--- config.mk ---
export PLATFORM = sky130hd
export DESIGN_NAME = block_map_flash_translation
export DESIGN_NICKNAME = d
export VERILOG_FILES = /design/src/rtl/bmft_pkg.sv /design/src/rtl/block_map_flash_translation.sv
export SDC_FILE = /design/constraint.sdc
export NUM_CORES = 1
export LEC_CHECK = 0
export BUFFER_PORTS_ARGS = -buffer_cell sky130_fd_sc_hd__clkbuf_2
export CORE_ASPECT_RATIO = 1.5
export CORE_UTILIZATION = 35
export CTS_CLUSTER_SIZE = 14
export DETAILED_ROUTE_END_ITERATION = 8
export PLACE_DENSITY = 0.58
export SYNTH_ARGS = -nofsm -noshare
export SYNTH_HDL_FRONTEND = slang
export SYNTH_SLANG_ARGS = --single-unit
--- constraint.sdc ---
create_clock -name clock -period 3.62 [get_ports clock]
set_input_delay 0.724 -clock clock [delete_from_list [all_inputs] [get_ports clock]]
set_output_delay 0.724 -clock clock [all_outputs]
set_load 0.01 [all_outputs]
--- src/rtl/bmft_pkg.sv ---
// ============================================================================
// bmft_pkg
// Shared constants and types of the block-mapped flash translation block.
// ============================================================================
package bmft_pkg;

   // Flash geometry. Both counts are powers of two so that a page address is
   // the block number followed by the page offset.
   localparam int PAGES_PER_BLK = 4;
   localparam int NUM_BLOCKS    = 16;
   localparam int DATA_BLOCKS   = NUM_BLOCKS - 1;

   localparam int OFF_W    = $clog2(PAGES_PER_BLK);
   localparam int BLK_W    = $clog2(NUM_BLOCKS);
   localparam int PAGE_W   = BLK_W + OFF_W;
   localparam int SECTOR_W = 6;
   localparam int CMD_W    = 3;

   // Flash command codes
   typedef enum logic [CMD_W-1:0] {
      CMD_READ  = 3'd0,
      CMD_PROG  = 3'd1,
      CMD_MARK  = 3'd2,
      CMD_COPY  = 3'd3,
      CMD_ERASE = 3'd4
   } cmd_type;

   // Request type codes
   localparam logic REQ_READ  = 1'b0;
   localparam logic REQ_WRITE = 1'b1;

   // Kind of write, settled once the page row is known
   typedef enum logic [1:0] {
      WR_FRESH = 2'd0,   // first write to an unmapped logical block
      WR_FILL  = 2'd1,   // write to an unused page of a mapped block
      WR_MOVE  = 2'd2    // overwrite: rewrite the block into the free block
   } wr_kind_type;

   // Sequencer states, one-hot
   typedef enum logic [6:0] {
      S_IDLE  = 7'b0000001,
      S_MAP   = 7'b0000010,
      S_ROW   = 7'b0000100,
      S_MARK  = 7'b0001000,
      S_COPY  = 7'b0010000,
      S_PROG  = 7'b0100000,
      S_ERASE = 7'b1000000
   } state_type;

endpackage

--- src/rtl/block_map_flash_translation.sv ---
// ============================================================================
// block_map_flash_translation
// Block-mapped flash translation: turns sector read and write requests into
// flash page commands.
// ============================================================================
// One request at a time. A request is a read or a write of one logical sector
// (logical block in the upper bits, page offset in the lower bits). The block
// answers with one or more flash commands on the rsp_ channel, the final one
// flagged by rsp_last; a write beyond the last logical block gives no command.
// The logical-to-physical map and the per-block page-use rows sit in two small
// synchronous memories with a registered read. A read looks up the map and
// answers from that lookup; a write does two lookups (map, then page row)
// before its first command, and an overwrite then runs the copy loop, which
// walks the page offsets one per cycle while the output register has room.
// A full output register stalls the sequencer; the next request is taken once
// the last command of the current one has been loaded into it.
// After reset every logical block is unmapped, every page is free and block 0
// is the spare block; per-entry valid flops make this hold at once, with no
// clearing pass.
module block_map_flash_translation
   import bmft_pkg::*;
(
   input  logic                clock,
   input  logic                reset,

   input  logic                req_valid,
   output logic                req_ready,
   input  logic                req_type,
   input  logic [SECTOR_W-1:0] req_sector_num,

   output logic                rsp_valid,
   input  logic                rsp_ready,
   output logic [CMD_W-1:0]    rsp_cmd,
   output logic [PAGE_W-1:0]   rsp_page_addr,
   output logic [PAGE_W-1:0]   rsp_src_page_addr,
   output logic [BLK_W-1:0]    rsp_block_addr,
   output logic                rsp_status,
   output logic                rsp_last
);

   // ------------------------------------------------------------------------
   // State memories
   // ------------------------------------------------------------------------
   // Logical-to-physical map, one entry per data block, plus a mapped flag
   logic [BLK_W-1:0]         map_mem [DATA_BLOCKS];
   logic [DATA_BLOCKS-1:0]   map_vld_ff;
   // Page-use bitmap, one row of page bits per physical block; a row never
   // written reads as all clear
   logic [PAGES_PER_BLK-1:0] row_mem [NUM_BLOCKS];
   logic [NUM_BLOCKS-1:0]    row_vld_ff;
   // Spare block
   logic [BLK_W-1:0]         free_ff;

   // ------------------------------------------------------------------------
   // Request context
   // ------------------------------------------------------------------------
   state_type                state_ff, state_in;
   logic                     is_wr_ff;
   logic [BLK_W-1:0]         lbn_ff;
   logic [OFF_W-1:0]         off_ff;
   logic                     lbn_ok_ff;
   logic                     hit_ff;
   logic [BLK_W-1:0]         map_q_ff;
   logic [BLK_W-1:0]         tgt_ff, tgt_in;
   logic [PAGES_PER_BLK-1:0] row_q_ff;
   logic                     row_qv_ff;
   wr_kind_type              kind_ff, kind_in;
   logic [OFF_W-1:0]         idx_ff, idx_in;

   // Output register
   logic                     rsp_valid_ff;
   cmd_type                  rsp_cmd_ff;
   logic [PAGE_W-1:0]        rsp_page_ff;
   logic [PAGE_W-1:0]        rsp_src_ff;
   logic [BLK_W-1:0]         rsp_blk_ff;
   logic                     rsp_status_ff;
   logic                     rsp_last_ff;

   // ------------------------------------------------------------------------
   // Combinational signals
   // ------------------------------------------------------------------------
   logic                     req_fire;
   logic [BLK_W-1:0]         req_lbn;
   logic [OFF_W-1:0]         req_off;
   logic                     req_lbn_ok;
   logic                     slot_free;
   logic [PAGES_PER_BLK-1:0] row_cur;
   logic [PAGES_PER_BLK-1:0] off_bit;
   logic [BLK_W-1:0]         prog_blk;

   logic                     emit;
   cmd_type                  emit_cmd;
   logic [PAGE_W-1:0]        emit_page;
   logic [PAGE_W-1:0]        emit_src;
   logic [BLK_W-1:0]         emit_blk;
   logic                     emit_status;
   logic                     emit_last;

   logic                     row_rd;
   logic                     row_we;
   logic [BLK_W-1:0]         row_waddr;
   logic [PAGES_PER_BLK-1:0] row_wdata;
   logic                     map_we;
   logic                     free_we;

   assign req_ready  = (state_ff == S_IDLE);
   assign req_fire   = req_valid && req_ready;
   assign req_lbn    = req_sector_num[SECTOR_W-1:OFF_W];
   assign req_off    = req_sector_num[OFF_W-1:0];
   assign req_lbn_ok = (req_lbn < BLK_W'(DATA_BLOCKS));

   // The output register can take a command when empty or being drained
   assign slot_free = !rsp_valid_ff || rsp_ready;

   assign row_cur  = row_qv_ff ? row_q_ff : '0;
   assign off_bit  = PAGES_PER_BLK'(1) << off_ff;
   // An overwrite programs into the spare block, other writes in place
   assign prog_blk = (kind_ff == WR_MOVE) ? free_ff : tgt_ff;

   // ------------------------------------------------------------------------
   // Sequencer
   // ------------------------------------------------------------------------
   always_comb begin
      state_in    = state_ff;
      tgt_in      = tgt_ff;
      kind_in     = kind_ff;
      idx_in      = idx_ff;
      emit        = 1'b0;
      emit_cmd    = CMD_READ;
      emit_page   = '0;
      emit_src    = '0;
      emit_blk    = '0;
      emit_status = 1'b0;
      emit_last   = 1'b0;
      row_rd      = 1'b0;
      row_we      = 1'b0;
      row_waddr   = prog_blk;
      row_wdata   = row_cur | off_bit;
      map_we      = 1'b0;
      free_we     = 1'b0;

      case (state_ff)
         S_IDLE: begin
            if (req_fire) begin
               state_in = S_MAP;
            end
         end

         S_MAP: begin
            if (is_wr_ff == REQ_READ) begin
               // Answer a read here; an unmapped block reads page zero, flagged
               if (slot_free) begin
                  emit        = 1'b1;
                  emit_cmd    = CMD_READ;
                  emit_last   = 1'b1;
                  emit_status = !(lbn_ok_ff && hit_ff);
                  emit_page   = (lbn_ok_ff && hit_ff) ? {map_q_ff, off_ff} : '0;
                  state_in    = S_IDLE;
               end
            end else if (!lbn_ok_ff) begin
               // Drop a write beyond the last logical block
               state_in = S_IDLE;
            end else begin
               // A fresh block lands on logical block plus one
               tgt_in   = hit_ff ? map_q_ff : lbn_ff + BLK_W'(1);
               row_rd   = 1'b1;
               state_in = S_ROW;
            end
         end

         S_ROW: begin
            idx_in = '0;
            if (!hit_ff) begin
               kind_in  = WR_FRESH;
               // Page zero carries the marker itself
               state_in = (off_ff != '0) ? S_MARK : S_PROG;
            end else if (!row_cur[off_ff]) begin
               kind_in  = WR_FILL;
               state_in = S_PROG;
            end else begin
               kind_in  = WR_MOVE;
               state_in = S_COPY;
            end
         end

         S_MARK: begin
            if (slot_free) begin
               emit      = 1'b1;
               emit_cmd  = CMD_MARK;
               emit_page = {tgt_ff, OFF_W'(0)};
               state_in  = S_PROG;
            end
         end

         S_COPY: begin
            // Skip the page being rewritten, copy every other one in order
            if (idx_ff == off_ff || slot_free) begin
               if (idx_ff != off_ff) begin
                  emit      = 1'b1;
                  emit_cmd  = CMD_COPY;
                  emit_page = {free_ff, idx_ff};
                  emit_src  = {tgt_ff, idx_ff};
               end
               if (idx_ff == OFF_W'(PAGES_PER_BLK - 1)) begin
                  state_in = S_PROG;
               end else begin
                  idx_in = idx_ff + OFF_W'(1);
               end
            end
         end

         S_PROG: begin
            if (slot_free) begin
               emit      = 1'b1;
               emit_cmd  = CMD_PROG;
               emit_page = {prog_blk, off_ff};
               emit_last = (kind_ff != WR_MOVE);
               // Copied used bits plus the new page go to the target row
               row_we    = 1'b1;
               map_we    = (kind_ff != WR_FILL);
               state_in  = (kind_ff == WR_MOVE) ? S_ERASE : S_IDLE;
            end
         end

         S_ERASE: begin
            if (slot_free) begin
               emit      = 1'b1;
               emit_cmd  = CMD_ERASE;
               emit_blk  = tgt_ff;
               emit_last = 1'b1;
               // Clear the old row and make the old block the spare
               row_we    = 1'b1;
               row_waddr = tgt_ff;
               row_wdata = '0;
               free_we   = 1'b1;
               state_in  = S_IDLE;
            end
         end

         default: begin
            state_in = S_IDLE;
         end
      endcase
   end

   // ------------------------------------------------------------------------
   // Control registers
   // ------------------------------------------------------------------------
   always_ff @(posedge clock) begin
      if (reset) begin
         state_ff     <= S_IDLE;
         rsp_valid_ff <= 1'b0;
         map_vld_ff   <= '0;
         row_vld_ff   <= '0;
         free_ff      <= '0;
      end else begin
         state_ff <= state_in;
         if (emit) begin
            rsp_valid_ff <= 1'b1;
         end else if (rsp_ready) begin
            rsp_valid_ff <= 1'b0;
         end
         if (map_we) begin
            map_vld_ff[lbn_ff] <= 1'b1;
         end
         if (row_we) begin
            row_vld_ff[row_waddr] <= 1'b1;
         end
         if (free_we) begin
            free_ff <= tgt_ff;
         end
      end
   end

   // ------------------------------------------------------------------------
   // Request context and output payload
   // ------------------------------------------------------------------------
   always_ff @(posedge clock) begin
      if (req_fire) begin
         is_wr_ff  <= req_type;
         lbn_ff    <= req_lbn;
         off_ff    <= req_off;
         lbn_ok_ff <= req_lbn_ok;
         hit_ff    <= req_lbn_ok && map_vld_ff[req_lbn];
      end
      tgt_ff  <= tgt_in;
      kind_ff <= kind_in;
      idx_ff  <= idx_in;
      if (emit) begin
         rsp_cmd_ff    <= emit_cmd;
         rsp_page_ff   <= emit_page;
         rsp_src_ff    <= emit_src;
         rsp_blk_ff    <= emit_blk;
         rsp_status_ff <= emit_status;
         rsp_last_ff   <= emit_last;
      end
   end

   // ------------------------------------------------------------------------
   // Memories: one registered read and one write per cycle each. Reads and
   // writes of one request never overlap, so no forwarding is needed.
   // ------------------------------------------------------------------------
   always_ff @(posedge clock) begin
      if (req_fire && req_lbn_ok) begin
         map_q_ff <= map_mem[req_lbn];
      end
      if (map_we) begin
         map_mem[lbn_ff] <= prog_blk;
      end
   end

   always_ff @(posedge clock) begin
      if (row_rd) begin
         row_q_ff  <= row_mem[tgt_in];
         row_qv_ff <= row_vld_ff[tgt_in];
      end
      if (row_we) begin
         row_mem[row_waddr] <= row_wdata;
      end
   end

   // ------------------------------------------------------------------------
   // Outputs
   // ------------------------------------------------------------------------
   assign rsp_valid         = rsp_valid_ff;
   assign rsp_cmd           = rsp_cmd_ff;
   assign rsp_page_addr     = rsp_page_ff;
   assign rsp_src_page_addr = rsp_src_ff;
   assign rsp_block_addr    = rsp_blk_ff;
   assign rsp_status        = rsp_status_ff;
   assign rsp_last          = rsp_last_ff;

endmodule

* Word-level counts from Yosys, hierarchy flattened
Memory sizes are Yosys's and may differ from the RTL's. A register that Yosys moved wholly into a read port is not among the register bits.
Cells that the tools add are included.
** Storage, ports and cells
- Memory bits (writable) :: 124
- Output and inout bits :: 23
- Memories kept :: 2
- Word-level logic and storage cells :: 148
- Register bits after elaboration :: 82
** Memory list
- row_mem :: depth 16, width 4, read ports 1, clocked after Yosys merged registers in 1, write ports 1, RTL line block_map_flash_translation.sv:49 : logic [PAGES_PER_BLK-1:0] row_mem [NUM_BLOCKS];
- map_mem :: depth 15, width 4, read ports 1, clocked after Yosys merged registers in 1, write ports 1, RTL line block_map_flash_translation.sv:45 : logic [BLK_W-1:0] map_mem [DATA_BLOCKS];
** Cells by class
- Muxes and demuxes :: 71
- Equal/unequal tests :: 19
- Bitwise gates (word level) :: 5
- Reduce and logical (&&, ||, !) cells :: 20
- Shifts and indexed selects :: 1
- Add/sub/neg operators :: 2
- Magnitude comparators :: 8
** Operators with widths (number)
- 6-bit 2-to-1 mux :: 10
- 7-bit 2-to-1 mux :: 8
- 7-bit one-hot mux with 7 select lines :: 1
- 4-bit 2-to-1 mux :: 10
- 1-bit 2-to-1 mux :: 24
- 6-bit one-hot mux with 4 select lines :: 1
- 4-bit by 5-bit less-than comparator with 1-bit output (second input constant) :: 4
- 16-bit OR :: 1
- 15-bit OR :: 1
- 2-bit 2-to-1 mux :: 6
- 2-bit != test (second input constant) :: 6
- 3-bit one-hot mux with 4 select lines :: 1
- 1-bit binary-select mux with 4-bit select :: 2
- 1-bit demux with 4-bit select :: 2
- 4-bit by 1-bit greater-or-equal comparator with 1-bit output (second input constant) :: 2
- 7-bit by 1-bit equality test with 1-bit output (second input constant) :: 1
- 7-bit by 2-bit equality test with 1-bit output (second input constant) :: 1
- 7-bit by 3-bit equality test with 1-bit output (second input constant) :: 1
- 7-bit by 4-bit equality test with 1-bit output (second input constant) :: 1
- 7-bit by 5-bit equality test with 1-bit output (second input constant) :: 1
- 7-bit by 6-bit equality test with 1-bit output (second input constant) :: 1
- 7-bit equality test (second input constant) :: 1
- 1-bit logical AND :: 6
- 3-bit 2-to-1 mux :: 2
- other kinds (22) :: 32

* Longest topological paths before layout
- Word-level depth :: 9
- Mapped depth :: 11
- Mapped depth without buffers :: 9

* Least setup slack after synthesis
Ideal clock, no wire load.
- Path type :: reg2reg
- From :: register state_ff[6]
- To :: register rsp_blk_ff[0] (netlist: rsp_block_addr[0]) (enable)
- Data arrival time :: 2.216 ns
- Setup time :: 0.399 ns
- Cell stages (with the launch flop) :: 8
- Clock period less this slack :: 2.615 ns
- Required time :: 3.221 ns
- Setup slack :: 1.005 ns
- Buffers on the path :: 1
- Cells stage by stage :: dfxtp_1 buf_2 or3_1 nor3_1 nand3b_1 nand2_1 nor2_1 nor2_1
** On the way
- Word-level cells in the longest chain between the ends :: 3
** Ends and longest elaborated chain
- start: declaration :: RTL line block_map_flash_translation.sv:57 : state_type state_ff, state_in;
- start signal: assignment :: RTL line block_map_flash_translation.sv:257 : state_ff <= state_in;
- 7-bit equality test, or another cell as far along :: RTL line block_map_flash_translation.sv:142 : case (state_ff)
- 3-bit OR reduction (no line)
- 1-bit one-hot mux with 3 select lines (*) :: RTL line block_map_flash_translation.sv:142
- net emit :: RTL line block_map_flash_translation.sv:91 : logic emit;
- end signal: assignment :: RTL line block_map_flash_translation.sv:293 : rsp_blk_ff <= emit_blk;
- end: declaration :: RTL line block_map_flash_translation.sv:75 : logic [BLK_W-1:0] rsp_blk_ff;
Mark *: on every way through the listed nets, which the timed path passes. The rest lies on a longest branch.
A chain may end at the register's enable or synchronous reset.

* Worst setup path in the final report
- From :: register state_ff[0]
- To :: memory map_mem[2][2] in the netlist's numbering (enable)
** On the way
- Word-level cells in the longest chain between the ends :: 4
** Ends and longest elaborated chain
- 7-bit by 6-bit equality test with 1-bit output :: RTL line block_map_flash_translation.sv:142
- 1-bit 2-to-1 mux :: RTL line block_map_flash_translation.sv:142
- 1-bit 2-to-1 mux :: RTL line block_map_flash_translation.sv:307 : if (map_we) begin
- 1-bit 2-to-1 mux (not written as such) :: RTL line block_map_flash_translation.sv:308 : map_mem[lbn_ff] <= prog_blk;
- end: declaration :: RTL line block_map_flash_translation.sv:45
Every way passes these cells.

==> run summary <==
Status: complete, no violations
Vias per cell: 5.32
Clk buf depth: 3
Initial antenna violation count: 0
Vias post-DR: 5740
Row cnt: 71
Cells after synthesis: 700
Final setup fails: 0
Syn Std Cell Area: 9020 µm²
Nets: 751
Total gr overflow: 0
Placeable Area: 25200 µm²
Final Max Slew Viols: 0
1st-pass router iterations: 5
CTS Hold Bufs: 0
Worst slew pin tran: 0.810 ns
TritonCTS clock tree: built
Num CTS Buffers: 22
Die area: 26400 µm²
YS warnings: 0
I/O pins: 34
Crit path kind: register to register
Sequential share of the synthesized area: 0.661
Critical path fanouts, max: 10
Drt drc: 0
Synth Flop Type: edfxtp_1
Yosys top cell by area: edfxtp_1
Placer Congestion: 0.874
Share of cells above drive strength 1: 0.166
Crit-path slowest cell: nor3_1
Final Hold Fails: 0
Worst hold path type: input pin to register
Clock slew at reported path FFs: 0.06 ns
Tot GR Track Use: 0.166
Fillers: 2392
Critical path buffers and inverters: 0
Data required time of the critical path: 3.77 ns
WL per Instance: 19.9 µm
Final ANT Viol Nets: 0
Largest net degree at the start of global routing: 42
Max rail drop VDD: 0.354 mV
Worst Skew: 0.0327 ns
Top cells by area, synth: edfxtp_1, dfxtp_1, mux4_2
Synth top area share: 0.556
H-tree levels: 1
CP top delay family: simple AND/OR/NAND/NOR gates
Final wirelength: 21500 µm
Antenna fix cells: 0
Fmax: 0.337 GHz
Syn_area_per_cell: 12.9 µm²
Insertion delay to the later sink of the worst-skew pair: 0.52 ns
Fin crit period: 2.97 ns
RSZ-0062 raised after global routing: false
PortBufs: 33
Power per cell area: 631 nW/µm²
Vias in the first global route: 5794
Sum of negative setup slack: 0 ns
Starting Density: 0.357
DP Wirelength: 14900 µm
CTS sink count: 214
CP max stage delay: 0.61 ns
Critical-path cell list: or4_4 -> nor3b_2 -> nand2_2 -> a21oi_2 -> nand2_1 -> nor3_1
Syn_nets: 716
First-pass GRT wire length: 33300 µm
Commonest non-fill, non-tap cell in the layout: edfxtp_1
Setup bufs post-CTS: 0
Worst setup SP type: register
Worst slew margin relative to its limit: 0.460
Distinct cells, synth: 59
P&R area growth vs syn: 13.6%
Ys async rst share: 0
Die H: 199 µm
Post-Route Utilization: 0.406
P_leak: 3.63 nW
Most frequent cells in the layout: edfxtp_1, nand2_1, nor2_1
Post-synth EDFFs: 167
Post-cts gate resize count: 0
Clk root buf: clkbuf_16
CP Capture Type: register
Max Cap Violations: 0
WP data arrival: 3.11 ns
Final period utilization: 0.819
Tot Pwr: 0.00647 W
Yosys reg bits: 214
Horiz. Die Dim: 133 µm
Initial drt markers: 393
## cells by family (layout without fill, tap and decap cells)
group / after synthesis / after routing / synth area share
buffers and inverters: 61 / 112 / 0.0307
AO/OA/AOI/OAI: 143 / 143 / 0.108
multiplexers: 35 / 35 / 0.0695
XOR/XNOR: 4 / 4 / 0.00389
adder cells (fa/ha/maj): 5 / 5 / 0.00694
flip-flops: 214 / 214 / 0.661
AND/OR/NAND/NOR: 238 / 238 / 0.120
## sequential cells by signal, summed over array words and instances (netlist names), 6 cells and up
signal / flops
map_vld_ff: 15
row_vld_ff: 16
map_mem: 60
row_mem: 64
rsp_page_addr: 6
state_ff: 7
rsp_src_page_addr: 6
## Yosys cell counts, drive strengths merged (2+ instances only)
cell type / instances
nor2: 85
nand2b: 6
o22a: 2
inv: 23
nand3b: 3
nand2: 90
buf: 21
mux2i: 13
a32o: 10
a311oi: 5
and3: 5
xnor2: 3
mux4: 21
a211o: 5
o22ai: 8
edfxtp: 167
nor2b: 5
o311ai: 2
o31a: 3
a222oi: 4
ha: 5
and2: 12
dfxtp: 47
o31ai: 3
clkbuf: 17
a21oi: 60
nand4: 2
or3: 3
a21o: 8
nor3: 9
o21ai: 10
a31oi: 9
a22oi: 6
nor4: 4
a22o: 2
nand3: 10
## final cells by class
| cell class | instances | area, µm² | area share |
|---|---|---|---|
| clock inverter | 4 | 38.8 | 0.00379 |
| timing repair buffer | 49 | 285 | 0.0278 |
| tap | 328 | 410 | 0.0401 |
| inverter | 23 | 86.3 | 0.00843 |
| multi-input combinational | 425 | 2790 | 0.273 |
| clock buffer | 36 | 676 | 0.0660 |
| sequential | 214 | 5960 | 0.581 |
## worst register-to-register path: stages (launching register included)
cell     delay, ns
dfxtp_1       0.36
or4_4         0.58
nor3b_2       0.26
nand2_2       0.18
a21oi_2       0.41
nand2_1       0.21
nor3_1        0.61
## layer usage
metal	global-route usage	part of all wire
met5	0	0
met4	0.0702	0.036
met3	0.0204	0.036
met2	0.311	0.54
met1	0.189	0.39
## per-stage QoR
| stage | instances | hold WS [ns] | area, µm² | setup slack, ns |
|---|---|---|---|---|
| after global placement | 1039 | 0.446 | 9530 | 0.683 |
| after floorplan | 700 | 0.431 | 9020 | 1.01 |
| after global routing | 1079 | 0.374 | 10200 | 0.511 |
| final | 1079 | 0.381 | 10200 | 0.654 |
| after CTS | 1079 | 0.361 | 10200 | 0.645 |
| after detailed placement | 1039 | 0.457 | 9530 | 0.657 |
## final timing paths
kind	start	end	slack, ns	cells past startpoint
worst max-delay path	state_ff[0]$_SDFFE_PP1P_	map_mem[2][2]$_DFFE_PP_	0.65	6
worst min-delay path	req_sector_num[1]	off_ff[1]$_DFFE_PP_	0.38	1
worst min register to register	row_vld_ff[4]$_SDFFE_PP0P_	row_vld_ff[4]$_SDFFE_PP0P_	0.47	2
worst max register to register	state_ff[0]$_SDFFE_PP1P_	map_mem[2][2]$_DFFE_PP_	0.65	6
## report_power, final
group / internal [W] / switching [W]
Clock: 0.00128 / 0.000916
Combinational: 0.000423 / 0.000890
Sequential: 0.00284 / 0.000114
Power figures use the tool's default switching activity.
